--- src/design/dls_pkg.sv ---
package dls_pkg;

   // Default sizes of the task table and of the key masks
   localparam int MAX_TASKS_DEF = 16;
   localparam int KEY_BITS_DEF  = 64;

   // Fixed widths of the channel fields
   localparam int MASK_W      = 64;
   localparam int TASK_IDX_W  = 4;
   localparam int STATUS_W    = 2;
   localparam int LEVEL_W     = 4;
   localparam int CSR_IDX_W   = 1;
   localparam int CSR_DATA_W  = 4;

   // Result status codes
   localparam logic [STATUS_W-1:0] STATUS_SCHEDULED = 2'd0;
   localparam logic [STATUS_W-1:0] STATUS_EXCLUDED  = 2'd1;
   localparam logic [STATUS_W-1:0] STATUS_CYCLE     = 2'd2;

   // Configuration register indexes
   localparam logic [CSR_IDX_W-1:0] REG_RESTRICT_ENABLE = 1'd0;
   localparam logic [CSR_IDX_W-1:0] REG_TARGET_INDEX    = 1'd1;

   // Controller states
   typedef enum logic [6:0] {
      ST_IDLE      = 7'b0000001,
      ST_ROW_START = 7'b0000010,
      ST_ROW_SCAN  = 7'b0000100,
      ST_CLOSE     = 7'b0001000,
      ST_PEEL      = 7'b0010000,
      ST_EMIT_READ = 7'b0100000,
      ST_EMIT_LOAD = 7'b1000000
   } state_type;

   // Controller to datapath
   typedef struct packed {
      logic load;
      logic start;
      logic row_start;
      logic scan;
      logic close;
      logic peel;
      logic emit_load;
   } cmd_type;

   // Datapath to controller
   typedef struct packed {
      logic row_end;
      logic last_row;
      logic closure_stable;
      logic no_roots;
      logic last_emit;
      logic out_free;
   } stat_type;

endpackage

--- src/design/dls_ram.sv ---
module dls_ram #(
   parameter int WIDTH = 64,
   parameter int DEPTH = 16
) (
   input  logic                     clock,
   input  logic                     we,
   input  logic [$clog2(DEPTH)-1:0] waddr,
   input  logic [WIDTH-1:0]         wdata,
   input  logic [$clog2(DEPTH)-1:0] raddr,
   output logic [WIDTH-1:0]         rdata
);

   logic [WIDTH-1:0] mem_ff [DEPTH];
   logic [WIDTH-1:0] rdata_ff;

   // Write one word, read one word with a registered output
   always_ff @(posedge clock) begin
      if (we) begin
         mem_ff[waddr] <= wdata;
      end
      rdata_ff <= mem_ff[raddr];
   end

   assign rdata = rdata_ff;

endmodule

--- src/design/dls_ctrl.sv ---
module dls_ctrl (
   input  logic               clock,
   input  logic               reset,
   input  logic               req_valid,
   input  logic               req_last_task,
   output logic               req_stall,
   input  dls_pkg::stat_type  stat,
   output dls_pkg::cmd_type   cmd
);

   dls_pkg::state_type state_ff;
   dls_pkg::state_type state_in;

   // Sequence loading, row building, closure, level peeling and result output
   always_comb begin
      state_in = state_ff;
      cmd      = '0;
      unique case (state_ff)
         dls_pkg::ST_IDLE: begin
            cmd.load = req_valid;
            if (req_valid && req_last_task) begin
               cmd.start = 1'b1;
               state_in  = dls_pkg::ST_ROW_START;
            end
         end
         dls_pkg::ST_ROW_START: begin
            cmd.row_start = 1'b1;
            state_in      = dls_pkg::ST_ROW_SCAN;
         end
         dls_pkg::ST_ROW_SCAN: begin
            cmd.scan = 1'b1;
            if (stat.row_end) begin
               state_in = stat.last_row ? dls_pkg::ST_CLOSE : dls_pkg::ST_ROW_START;
            end
         end
         dls_pkg::ST_CLOSE: begin
            cmd.close = 1'b1;
            if (stat.closure_stable) begin
               state_in = dls_pkg::ST_PEEL;
            end
         end
         dls_pkg::ST_PEEL: begin
            cmd.peel = 1'b1;
            if (stat.no_roots) begin
               state_in = dls_pkg::ST_EMIT_READ;
            end
         end
         dls_pkg::ST_EMIT_READ: begin
            state_in = dls_pkg::ST_EMIT_LOAD;
         end
         dls_pkg::ST_EMIT_LOAD: begin
            if (stat.out_free) begin
               cmd.emit_load = 1'b1;
               state_in = stat.last_emit ? dls_pkg::ST_IDLE : dls_pkg::ST_EMIT_READ;
            end
         end
         default: begin
            state_in = dls_pkg::ST_IDLE;
         end
      endcase
   end

   always_ff @(posedge clock) begin
      if (reset) begin
         state_ff <= dls_pkg::ST_IDLE;
      end else begin
         state_ff <= state_in;
      end
   end

   // Take descriptors only while idle
   assign req_stall = (state_ff != dls_pkg::ST_IDLE);

endmodule

--- src/design/dls_datapath.sv ---
module dls_datapath #(
   parameter int MAX_TASKS = dls_pkg::MAX_TASKS_DEF,
   parameter int KEY_BITS  = dls_pkg::KEY_BITS_DEF
) (
   input  logic                              clock,
   input  logic                              reset,
   input  dls_pkg::cmd_type                  cmd,
   output dls_pkg::stat_type                 stat,
   input  logic [dls_pkg::MASK_W-1:0]        req_need_mask,
   input  logic [dls_pkg::MASK_W-1:0]        req_provide_mask,
   input  logic                              csr_valid,
   output logic                              csr_ready,
   input  logic [dls_pkg::CSR_IDX_W-1:0]     csr_index,
   input  logic [dls_pkg::CSR_DATA_W-1:0]    csr_wdata,
   output logic                              rsp_valid,
   input  logic                              rsp_stall,
   output logic [dls_pkg::TASK_IDX_W-1:0]    rsp_task_index,
   output logic [dls_pkg::STATUS_W-1:0]      rsp_task_status,
   output logic [dls_pkg::LEVEL_W-1:0]       rsp_task_level,
   output logic [dls_pkg::MASK_W-1:0]        rsp_unresolved_keys,
   output logic                              rsp_last_result
);

   localparam int IDX_W = $clog2(MAX_TASKS);
   localparam int CNT_W = $clog2(MAX_TASKS + 1);
   localparam int CMP_W = (CNT_W > dls_pkg::TASK_IDX_W) ? CNT_W : dls_pkg::TASK_IDX_W;
   localparam logic [MAX_TASKS-1:0] ONE = {{(MAX_TASKS-1){1'b0}}, 1'b1};

   // Configuration
   logic                           restrict_ff;
   logic [dls_pkg::TASK_IDX_W-1:0] target_ff;

   // Counters and scan state
   logic [CNT_W-1:0]     count_ff, count_in;
   logic [IDX_W-1:0]     i_ff, i_in;
   logic [IDX_W-1:0]     j_ff, j_in;
   logic [IDX_W-1:0]     e_ff, e_in;
   logic                 first_ff, first_in;
   logic [KEY_BITS-1:0]  open_ff, open_in;
   logic [MAX_TASKS-1:0] row_ff, row_in;

   // Graph state
   logic [MAX_TASKS-1:0]         rows_ff  [MAX_TASKS];
   logic [dls_pkg::LEVEL_W-1:0]  level_ff [MAX_TASKS];
   logic [MAX_TASKS-1:0]         set_ff, set_in;
   logic [MAX_TASKS-1:0]         remaining_ff, remaining_in;
   logic [MAX_TASKS-1:0]         excluded_ff, excluded_in;
   logic [dls_pkg::LEVEL_W-1:0]  depth_ff, depth_in;

   // Result register
   logic                           rsp_valid_ff, rsp_valid_in;
   logic [dls_pkg::TASK_IDX_W-1:0] rsp_index_ff;
   logic [dls_pkg::STATUS_W-1:0]   rsp_status_ff, status_now;
   logic [dls_pkg::LEVEL_W-1:0]    rsp_level_ff, level_now;
   logic [dls_pkg::MASK_W-1:0]     rsp_keys_ff;
   logic                           rsp_last_ff;

   // Memory ports
   logic                 store_we;
   logic [IDX_W-1:0]     prov_raddr;
   logic [KEY_BITS-1:0]  need_rdata, prov_rdata, unres_rdata;

   // Combinational terms
   logic [CNT_W-1:0]     last_idx;
   logic [KEY_BITS-1:0]  cur_open, got, open_next;
   logic [MAX_TASKS-1:0] row_next, all_mask, set_next, kept, roots;
   logic                 target_ok;

   // Descriptor stores and the per-task unresolved keys
   assign store_we   = cmd.load && (count_ff < CNT_W'(MAX_TASKS));
   assign prov_raddr = cmd.row_start ? '0 : IDX_W'(j_ff + 1'b1);

   dls_ram #(.WIDTH(KEY_BITS), .DEPTH(MAX_TASKS)) u_need_ram (
      .clock (clock),
      .we    (store_we),
      .waddr (count_ff[IDX_W-1:0]),
      .wdata (req_need_mask[KEY_BITS-1:0]),
      .raddr (i_ff),
      .rdata (need_rdata)
   );

   dls_ram #(.WIDTH(KEY_BITS), .DEPTH(MAX_TASKS)) u_prov_ram (
      .clock (clock),
      .we    (store_we),
      .waddr (count_ff[IDX_W-1:0]),
      .wdata (req_provide_mask[KEY_BITS-1:0]),
      .raddr (prov_raddr),
      .rdata (prov_rdata)
   );

   dls_ram #(.WIDTH(KEY_BITS), .DEPTH(MAX_TASKS)) u_unres_ram (
      .clock (clock),
      .we    (cmd.scan && stat.row_end),
      .waddr (i_ff),
      .wdata (open_next),
      .raddr (e_ff),
      .rdata (unres_rdata)
   );

   // Scan one provider per cycle against the open needed keys of row i
   always_comb begin
      last_idx  = count_ff - 1'b1;
      cur_open  = first_ff ? need_rdata : open_ff;
      got       = cur_open & prov_rdata;
      open_next = cur_open & ~got;
      row_next  = (|got) ? (row_ff | (ONE << j_ff)) : row_ff;
      target_ok = CMP_W'(target_ff) < CMP_W'(count_ff);
   end

   // Closure step, kept set and ready tasks of this round
   always_comb begin
      set_next = set_ff;
      for (int k = 0; k < MAX_TASKS; k++) begin
         all_mask[k] = CNT_W'(k) < count_ff;
         if (set_ff[k]) begin
            set_next = set_next | rows_ff[k];
         end
         roots[k] = remaining_ff[k] && ((rows_ff[k] & remaining_ff) == '0);
      end
      kept = restrict_ff ? (set_ff & all_mask) : all_mask;
   end

   // Status and level of the task being output
   always_comb begin
      priority if (excluded_ff[e_ff]) begin
         status_now = dls_pkg::STATUS_EXCLUDED;
      end else if (remaining_ff[e_ff]) begin
         status_now = dls_pkg::STATUS_CYCLE;
      end else begin
         status_now = dls_pkg::STATUS_SCHEDULED;
      end
      level_now = (status_now == dls_pkg::STATUS_SCHEDULED) ? level_ff[e_ff] : '0;
   end

   always_comb begin
      stat.row_end        = CNT_W'(j_ff) == last_idx;
      stat.last_row       = CNT_W'(i_ff) == last_idx;
      stat.closure_stable = set_next == set_ff;
      stat.no_roots       = roots == '0;
      stat.last_emit      = CNT_W'(e_ff) == last_idx;
      stat.out_free       = !rsp_valid_ff || !rsp_stall;
   end

   // Next values of counters and sets
   always_comb begin
      count_in     = count_ff;
      i_in         = i_ff;
      j_in         = j_ff;
      e_in         = e_ff;
      first_in     = first_ff;
      open_in      = open_ff;
      row_in       = row_ff;
      set_in       = set_ff;
      remaining_in = remaining_ff;
      excluded_in  = excluded_ff;
      depth_in     = depth_ff;
      rsp_valid_in = rsp_valid_ff && rsp_stall;

      if (store_we) begin
         count_in = count_ff + 1'b1;
      end
      if (cmd.start) begin
         i_in = '0;
      end
      if (cmd.row_start) begin
         j_in     = '0;
         first_in = 1'b1;
         row_in   = '0;
      end
      if (cmd.scan) begin
         first_in = 1'b0;
         open_in  = open_next;
         row_in   = row_next;
         j_in     = IDX_W'(j_ff + 1'b1);
         if (stat.row_end) begin
            i_in = IDX_W'(i_ff + 1'b1);
            if (stat.last_row) begin
               set_in = target_ok ? (ONE << target_ff) : '0;
            end
         end
      end
      if (cmd.close) begin
         set_in = set_next;
         if (stat.closure_stable) begin
            remaining_in = kept;
            excluded_in  = all_mask & ~kept;
            depth_in     = '0;
         end
      end
      if (cmd.peel) begin
         remaining_in = remaining_ff & ~roots;
         depth_in     = depth_ff + 1'b1;
         if (stat.no_roots) begin
            e_in = '0;
         end
      end
      if (cmd.emit_load) begin
         rsp_valid_in = 1'b1;
         e_in         = IDX_W'(e_ff + 1'b1);
         if (stat.last_emit) begin
            count_in = '0;
         end
      end
   end

   // Control registers and configuration
   always_ff @(posedge clock) begin
      if (reset) begin
         count_ff     <= '0;
         rsp_valid_ff <= 1'b0;
         restrict_ff  <= 1'b0;
         target_ff    <= '0;
         remaining_ff <= '0;
      end else begin
         count_ff     <= count_in;
         rsp_valid_ff <= rsp_valid_in;
         remaining_ff <= remaining_in;
         if (csr_valid && csr_ready) begin
            unique case (csr_index)
               dls_pkg::REG_RESTRICT_ENABLE: restrict_ff <= csr_wdata[0];
               dls_pkg::REG_TARGET_INDEX:    target_ff   <= csr_wdata;
               default: begin
               end
            endcase
         end
      end
   end

   // Working registers
   always_ff @(posedge clock) begin
      i_ff        <= i_in;
      j_ff        <= j_in;
      e_ff        <= e_in;
      first_ff    <= first_in;
      open_ff     <= open_in;
      row_ff      <= row_in;
      set_ff      <= set_in;
      excluded_ff <= excluded_in;
      depth_ff    <= depth_in;
      if (cmd.emit_load) begin
         rsp_index_ff  <= dls_pkg::TASK_IDX_W'(e_ff);
         rsp_status_ff <= status_now;
         rsp_level_ff  <= level_now;
         rsp_keys_ff   <= dls_pkg::MASK_W'(unres_rdata);
         rsp_last_ff   <= stat.last_emit;
      end
   end

   // Dependency rows and levels
   always_ff @(posedge clock) begin
      if (reset) begin
         for (int k = 0; k < MAX_TASKS; k++) begin
            rows_ff[k]  <= '0;
            level_ff[k] <= '0;
         end
      end else begin
         if (cmd.scan && stat.row_end) begin
            rows_ff[i_ff]  <= row_next & ~(ONE << i_ff);
            level_ff[i_ff] <= '0;
         end
         if (cmd.peel) begin
            for (int k = 0; k < MAX_TASKS; k++) begin
               if (roots[k]) begin
                  level_ff[k] <= depth_ff;
               end
            end
         end
      end
   end

   assign csr_ready           = 1'b1;
   assign rsp_valid           = rsp_valid_ff;
   assign rsp_task_index      = rsp_index_ff;
   assign rsp_task_status     = rsp_status_ff;
   assign rsp_task_level      = rsp_level_ff;
   assign rsp_unresolved_keys = rsp_keys_ff;
   assign rsp_last_result     = rsp_last_ff;

endmodule

--- src/design/dependency_level_scheduler.sv ---
// Dependency level scheduler.
// Request channel (req_*): one task descriptor per word, a needed-key mask and a
// provided-key mask; tasks take indexes 0, 1, ... in arrival order. Descriptors
// are taken one per cycle while the block is idle; a descriptor beyond MAX_TASKS
// is dropped. The word with req_last_task set starts the run, and req_stall stays
// high until the run has handed all its results to the output register.
// Config channel (csr_*): index 0 restrict_enable, index 1 target_index; always
// ready; the user must write it between runs, the block does not enforce this.
// Result channel (rsp_*): one word per loaded task in index order, rsp_last_result
// on the final one. A stalled result holds in the output register; the block waits
// until it is taken.
// A run first builds the rows (one provider read from the descriptor RAM per cycle,
// plus a needed-key read at the start of each row), then repeats the closure step
// until it is stable, peels levels until no roots remain, and for each result
// reads the unresolved-key RAM and then loads the output register.
// Reset (synchronous) clears the task count, configuration, rows, levels and the
// output valid flag; the descriptor RAMs keep old contents, which are never read
// before they are rewritten.
module dependency_level_scheduler #(
   parameter int MAX_TASKS = dls_pkg::MAX_TASKS_DEF,
   parameter int KEY_BITS  = dls_pkg::KEY_BITS_DEF
) (
   input  logic                              clock,
   input  logic                              reset,
   input  logic                              req_valid,
   output logic                              req_stall,
   input  logic [dls_pkg::MASK_W-1:0]        req_need_mask,
   input  logic [dls_pkg::MASK_W-1:0]        req_provide_mask,
   input  logic                              req_last_task,
   output logic                              rsp_valid,
   input  logic                              rsp_stall,
   output logic [dls_pkg::TASK_IDX_W-1:0]    rsp_task_index,
   output logic [dls_pkg::STATUS_W-1:0]      rsp_task_status,
   output logic [dls_pkg::LEVEL_W-1:0]       rsp_task_level,
   output logic [dls_pkg::MASK_W-1:0]        rsp_unresolved_keys,
   output logic                              rsp_last_result,
   input  logic                              csr_valid,
   output logic                              csr_ready,
   input  logic [dls_pkg::CSR_IDX_W-1:0]     csr_index,
   input  logic [dls_pkg::CSR_DATA_W-1:0]    csr_wdata
);

   dls_pkg::cmd_type  cmd;
   dls_pkg::stat_type stat;

   dls_ctrl u_ctrl (
      .clock         (clock),
      .reset         (reset),
      .req_valid     (req_valid),
      .req_last_task (req_last_task),
      .req_stall     (req_stall),
      .stat          (stat),
      .cmd           (cmd)
   );

   dls_datapath #(
      .MAX_TASKS (MAX_TASKS),
      .KEY_BITS  (KEY_BITS)
   ) u_datapath (
      .clock               (clock),
      .reset               (reset),
      .cmd                 (cmd),
      .stat                (stat),
      .req_need_mask       (req_need_mask),
      .req_provide_mask    (req_provide_mask),
      .csr_valid           (csr_valid),
      .csr_ready           (csr_ready),
      .csr_index           (csr_index),
      .csr_wdata           (csr_wdata),
      .rsp_valid           (rsp_valid),
      .rsp_stall           (rsp_stall),
      .rsp_task_index      (rsp_task_index),
      .rsp_task_status     (rsp_task_status),
      .rsp_task_level      (rsp_task_level),
      .rsp_unresolved_keys (rsp_unresolved_keys),
      .rsp_last_result     (rsp_last_result)
   );

endmodule

--- config.mk ---
export PLATFORM = sky130hd
export DESIGN_NAME = dependency_level_scheduler
export DESIGN_NICKNAME = d
export VERILOG_FILES = /design/src/design/dls_pkg.sv /design/src/design/dls_ram.sv /design/src/design/dls_ctrl.sv /design/src/design/dls_datapath.sv /design/src/design/dependency_level_scheduler.sv
export SDC_FILE = /design/constraint.sdc
export NUM_CORES = 2
export LEC_CHECK = 0
export BUFFER_PORTS_ARGS = -buffer_cell sky130_fd_sc_hd__clkbuf_2
export CAP_MARGIN = 20
export CORE_UTILIZATION = 31
export CTS_CLUSTER_SIZE = 20
export DETAILED_ROUTE_END_ITERATION = 6
export PLACE_DENSITY_LB_ADDON = 0.08
export SKIP_LAST_GASP = 1
export SLEW_MARGIN = 5
export SYNTH_ARGS = -nofsm -noshare
export SYNTH_HDL_FRONTEND = slang
export SYNTH_HIERARCHICAL = 1
export SYNTH_SLANG_ARGS = --single-unit
--- constraint.sdc ---
create_clock -name clock -period 9.8 [get_ports clock]
set_clock_uncertainty 0.1 [all_clocks]
set_input_delay 0.98 -clock clock [delete_from_list [all_inputs] [get_ports clock]]
set_output_delay 0.98 -clock clock [all_outputs]
set_load 0.05 [all_outputs]
Yosys cells after proc, flatten, opt, wreduce, memory -nomap -nowiden
Memory sizes are Yosys's and may differ from the RTL's. A register that Yosys moved wholly into a read port is not among the register bits.
Cells that the tools add are included.
- memory bits (writable): 3392
- register bits: 234
- input bits: 139
- output and inout port bits: 78
- word-level logic and storage cells: 350
- memories: 5
- memory list (memory ; words ; bits a word ; rd ports ; clocked after Yosys merged registers in ; wr ports ; line ; RTL):
    u_datapath.u_need_ram.mem_ff ; 16 ; 64 ; 1 ; 1 ; 1 ; dls_ram.sv:13 ; logic [WIDTH-1:0] mem_ff [DEPTH];
    u_datapath.u_prov_ram.mem_ff ; 16 ; 64 ; 1 ; 1 ; 1 ; dls_ram.sv:13 ;
    u_datapath.u_unres_ram.mem_ff ; 16 ; 64 ; 1 ; 1 ; 1 ; dls_ram.sv:13 ;
    u_datapath.rows_ff ; 16 ; 16 ; 16 ; 0 ; 16 ; dls_datapath.sv:43 ; logic [MAX_TASKS-1:0] rows_ff [MAX_TASKS];
    u_datapath.level_ff ; 16 ; 4 ; 1 ; 1 ; 16 ; dls_datapath.sv:44 ; logic [dls_pkg::LEVEL_W-1:0] level_ff [MAX_TASKS];
- add/subtract/negate cells: 6
- multiplexer cells: 161
- bitwise logic cells: 60
- shift-type cells: 3
- reduce and logical (&&, ||, !) cells: 60
- eq/ne operators: 17
- magnitude comparators: 19
- operators with widths (cell ; number):
    $mux 16 ; 29
    $and 16x16->16 ; 20
    $logic_not 16->1 ; 17
    $or 16x16->16 ; 17
    $and 64x64->64 ; 2
    $mux 4 ; 32
    $mux 1 ; 84
    $mux 64 ; 1
    $not 64->64 ; 1
    $reduce_or 64->1 ; 1
    $pmux 7 s7 ; 1
    $not 16->16 ; 3
    $shl 1x4->16 const A ; 3
    $lt 4x5->1 const A ; 8
    $mux 7 ; 5
    $logic_and 1x1->1 ; 20
    $lt 3x5->1 const A ; 4
    $add 4x1->4 const B ; 4
    $eq 16x16->1 ; 1
    $or 1x1->1 ; 16
    $reduce_bool 2->1 ; 8
    $reduce_or 16->1 ; 1
    $eq 4x5->1 ; 3
    $mux 5 ; 3
    other kinds (28) ; 42

Logic depth before layout (Yosys ltp)
An unclocked memory read counts as a cell.
- word-level depth: 37
- depth in mapped cells: 13
- mapped depth without buffers: 10

Modules after synthesis
Netlist, hierarchy kept.
- by module, submodules not included (module ; cells each ; area an instance (um^2) ; instances ; sequential area each (um^2)):
    dls_ram ; 1647 ; 39581.7 ; 3 ; 32030.7
    dls_datapath ; 2193 ; 26258.9 ; 1 ; 15584.9
    dls_ctrl ; 72 ; 528.0 ; 1 ; 140.1

Worst setup path after synthesis
OpenSTA, ideal clock, no wires.
- path kind: reg-to-reg
- from: register u_ctrl.state_ff[4]
- to: memory u_datapath.u_unres_ram.mem_ff[0][0], enable pin
- buffers on the path: 1
- cell stages (with the launch flop): 9
- data arrival time: 9.385 ns
- setup slack: -0.250 ns
- clock period less this slack: 10.050 ns
- data required time: 9.135 ns
- setup time: 0.565 ns
- cells stage by stage: dfxtp_1 clkbuf_1 nor3_1 nand2_1 nor2_1 nand2_1 inv_1 or3b_2 nor3_1
- RTL lines (what ; line ; RTL):
    start: declaration ; dls_ctrl.sv:11 ; dls_pkg::state_type state_ff;
    start signal: assignment ; dls_ctrl.sv:65 ; state_ff <= dls_pkg::ST_IDLE;
    start signal: assignment ; dls_ctrl.sv:67 ; state_ff <= state_in;
    end: declaration ; dls_ram.sv:13 ;

==> flow_summary_export.csv <==
group,metric,value,unit
run_status,status,"finished clean",
power,p_int,28600,uW
route,drtAntennaViolNets,0,
synth,async_flop_share,0,%
clock_tree,htreeDepth,5,
die,die_y,687,um
synth,syn_area_per_cell,20.2,um^2
finish,final_common_cell,"edfxtp_1",
clock_tree,root_buffer,"clkbuf_16",
clock_tree,clock_path_buffers,4,
worst_hold_path,hp-start,"rsp_stall",
die,die_x,687,um
power,p_clk_share,41.9,%
power,ir_drop,0.135,mV
finish,fillers,43300,
sta,slew_headroom,22.0,%
power,swShare,24.0,%
sta,period_share,53.8,%
placement,dp.cells,13400,
sta,hold_slack,0.137,ns
clock_tree,clock-sinks,3822,
die,rows,251,
worst_hold_path,min_path_type,"primary input to register",
route,avgViaCountPerCell,5.20,
synth,synth_ff_type,"edfxtp_1",
synth,synth_edf_count,3527,
worst_hold_path,min_to,"u_datapath/rsp_valid$_SDFF_PP0_",
placement,gp_congestion,0.920,
worst_setup_path,end_kind,"register",
sta,setup_tns,0,ns
route,wirelength,451,mm
route,drc,0,
placement,port_buffers,215,
synth,syn_inst,7206,
sta,setup_viol,0,
synth,seq_area_frac_synth,76.8,%
synth,ys_ff_latch,3822,
finish,seqCellArea,112000,um^2
clock_tree,cts_hold_buffers,0,
worst_setup_path,r2r_setup_slack,4.53,ns
finish,drive_gt1_share,25.5,%
worst_setup_path,crit_arrival,5.77,ns
power,combPwrFrac,7.6,%
finish,final_nets,7840,
finish,multiInputGateArea,31600,um^2
route,avgRoutedWirePerCell,31.6,um
worst_setup_path,regToRegEndpoint,"u_datapath/u_unres_ram/mem_ff[14][33]$_DFFE_PP_",
route,dr.pass1.iters,6,
finish,syn2layout_area_growth,16.0,%
synth,yosys_warnings,6,
clock_tree,cts_buffers,429,
die,core-area,467000,um^2
sta,max_freq,190,MHz
route,drtIter0Drc,6986,
worst_setup_path,critPathMaxFanout,49,
power,p_per_area,223,nW/um^2
power,p_leak,0.0539,uW
synth,syn_area,146000,um^2
synth,synth.distinct_cells,72,
clock_tree,clk_pin_slew_worst_paths,0.06,ns
route,num_vias,74100,
global_route,grt_pass1_vias,76700,
sta,worst_slack,4.53,ns
sta,maxSlewViolCount,0,
sta,finalHoldViolCount,0,
worst_setup_path,reg2reg_depth,11,
flow_run,drv_cap,0,
worst_hold_path,min_path_cells,3,
global_route,grt_max_degree,125,
worst_setup_path,cp_data_required_time,10.30,ns
power,power,37700,uW
worst_setup_path,r2r_start,"u_datapath/count_ff[1]$_SDFF_PP0_",
clock_tree,cts_setup_buffers,0,
placement,place_ws,4.55,ns
finish,final_cell_mix,"edfxtp_1 (3527), mux4_2 (798), a22oi_1 (500)",
die,start_util,31.1,%
finish,finalNonFillerCells,14300,
worst_setup_path,worst-setup-path-type,"register to register",
power,p_seq_share,50.5,%
clock_tree,cts_tree,"built",
global_route,overflow,0,
die,io_pins,217,
sta,rsz0062_at_grt,"no",
placement,hpwl,268,mm
clock_tree,cts_resized,0,
sta,tightestPinTransition,1.17,ns
die,dieArea,472000,um^2
sta,period_minus_slack,5.27,ns
power,switchingPower,9050,uW
global_route,grt_usage,18.8,%
global_route,antenna_found_initial,69,
clock_tree,clkLatencyLatePin,1.02,ns
worst_setup_path,start_kind,"register",
global_route,grt_pass1_wl,626,mm
Yosys cell counts, types with 12 or more instances:
cell | instances | area (um^2)
nor2b_1 | 35 | 219
and4_1 | 20 | 175
nor2_1 | 357 | 1340
clkbuf_1 | 187 | 702
a21oi_1 | 30 | 150
a31oi_1 | 29 | 181
buf_2 | 107 | 536
inv_1 | 104 | 390
a211oi_1 | 39 | 293
buf_4 | 25 | 188
nand2b_1 | 12 | 75.1
mux4_2 | 798 | 18000
buf_6 | 52 | 586
o22ai_1 | 51 | 319
a22oi_1 | 500 | 3750
a221oi_1 | 64 | 561
nand4_1 | 27 | 169
mux2i_1 | 102 | 1020
xnor2_1 | 14 | 123
nand3_1 | 42 | 210
and2_1 | 17 | 106
nor4_1 | 21 | 131
ha_1 | 20 | 250
mux2_2 | 31 | 349
nand2_1 | 328 | 1230
dfxtp_1 | 295 | 5910
buf_1 | 65 | 244
edfxtp_1 | 3527 | 106000
nor3_1 | 82 | 410
a22o_1 | 67 | 587
power groups by stage:
stage	Clock [uW]	Combinational (uW)	Sequential [uW]
after floorplan	0	1420	19100
after global placement	0	2820	19400
after detailed placement	0	2890	19400
after CTS	16300	2900	19100
after global routing	16800	3080	19100
final	15800	2880	19000
state kept, by name (all words and copies together), names as in the netlist, 4 cells and up:
signal and flops:
u_ctrl/state_ff 7, u_datapath/count_ff 5, u_datapath/depth_ff 4, u_datapath/e_ff 4
u_datapath/excluded_ff 16, u_datapath/i_ff 4, u_datapath/j_ff 4, u_datapath/level_ff 64
u_datapath/open_ff 64, u_datapath/remaining_ff 16, u_datapath/row_ff 16, u_datapath/rows_ff 256
u_datapath/rsp_task_index 4, u_datapath/rsp_task_level 4, u_datapath/rsp_unresolved_keys 64, u_datapath/set_ff 16
u_datapath/target_ff 4, u_datapath/u_need_ram/mem_ff 1024, u_datapath/u_need_ram/rdata 64, u_datapath/u_prov_ram/mem_ff 1024
u_datapath/u_prov_ram/rdata 64, u_datapath/u_unres_ram/mem_ff 1024, u_datapath/u_unres_ram/rdata 64
routing by layer:
metal  vias up  wire, um  share of wire [%]  track usage [%]
met3       693     23900                5.3             3.15
li1      30900         -                  -                -
met2      2270    216000                 48             30.8
met1     40300    199000                 44             26.0
met4        28     12300                2.7             4.70
met5         -       180              0.040                0
cell families (layout without fill, tap and decap cells):
kind of cell | Yosys count | in the layout | share of synthesized area (%)
flip-flops | 3822 | 3822 | 76.8
adder cells (fa/ha/maj) | 20 | 20 | 0.172
other | 2 | 28 | 0.00516
buffers and inverters | 543 | 1377 | 1.83
multiplexers | 931 | 931 | 13.3
XOR/XNOR | 23 | 23 | 0.158
AND/OR/NAND/NOR | 991 | 991 | 3.05
AO/OA/AOI/OAI | 874 | 874 | 4.66
how the worst max path moves through the flow:
stage | startpoint | end | cells after the start
floorplan | u_ctrl/state_ff[4]$_SDFFE_PP0P_ | u_datapath/u_unres_ram/mem_ff[4][0]$_DFFE_PP_ | 8
global placement | req_valid | u_datapath/u_need_ram/mem_ff[6][41]$_DFFE_PP_ | 6
detailed placement | u_datapath/count_ff[1]$_SDFF_PP0_ | u_datapath/u_unres_ram/mem_ff[13][36]$_DFFE_PP_ | 11
CTS | u_datapath/count_ff[1]$_SDFF_PP0_ | u_datapath/u_unres_ram/mem_ff[13][30]$_DFFE_PP_ | 11
global route | u_datapath/count_ff[1]$_SDFF_PP0_ | u_datapath/u_unres_ram/mem_ff[13][30]$_DFFE_PP_ | 11
finish | u_datapath/count_ff[1]$_SDFF_PP0_ | u_datapath/u_unres_ram/mem_ff[14][33]$_DFFE_PP_ | 11
critical path, stage by stage, from the launching register on:
cell	delay [ns]
dfxtp_1	0.30
buf_4	0.39
inv_1	0.23
ha_1	0.28
xor3_1	0.38
nor3_1	0.23
and3_1	0.31
nand2_1	0.18
inv_1	0.32
nand3_1	0.42
nor2_4	0.69
buf_4	0.93
per-stage QoR:
stage	cell area (um^2)	util, %
2_1_floorplan	146000	-
3_3_place_gp	155000	33.1
3_5_place_dp	155000	33.1
4_1_cts	169000	36.1
5_1_grt	169000	36.1
6_report	169000	36.1
layout make-up:
cell class | count | area share, %
sequential | 3822 | 66.3
clock inverter | 199 | 1.06
multi-input combinational | 2852 | 18.7
timing repair buffer | 469 | 1.94
inverter | 107 | 0.241
clock buffer | 602 | 7.13
tap | 6198 | 4.60
antenna | 15 | 0.0222
No activity file was read; power rests on OpenSTA's default activity.
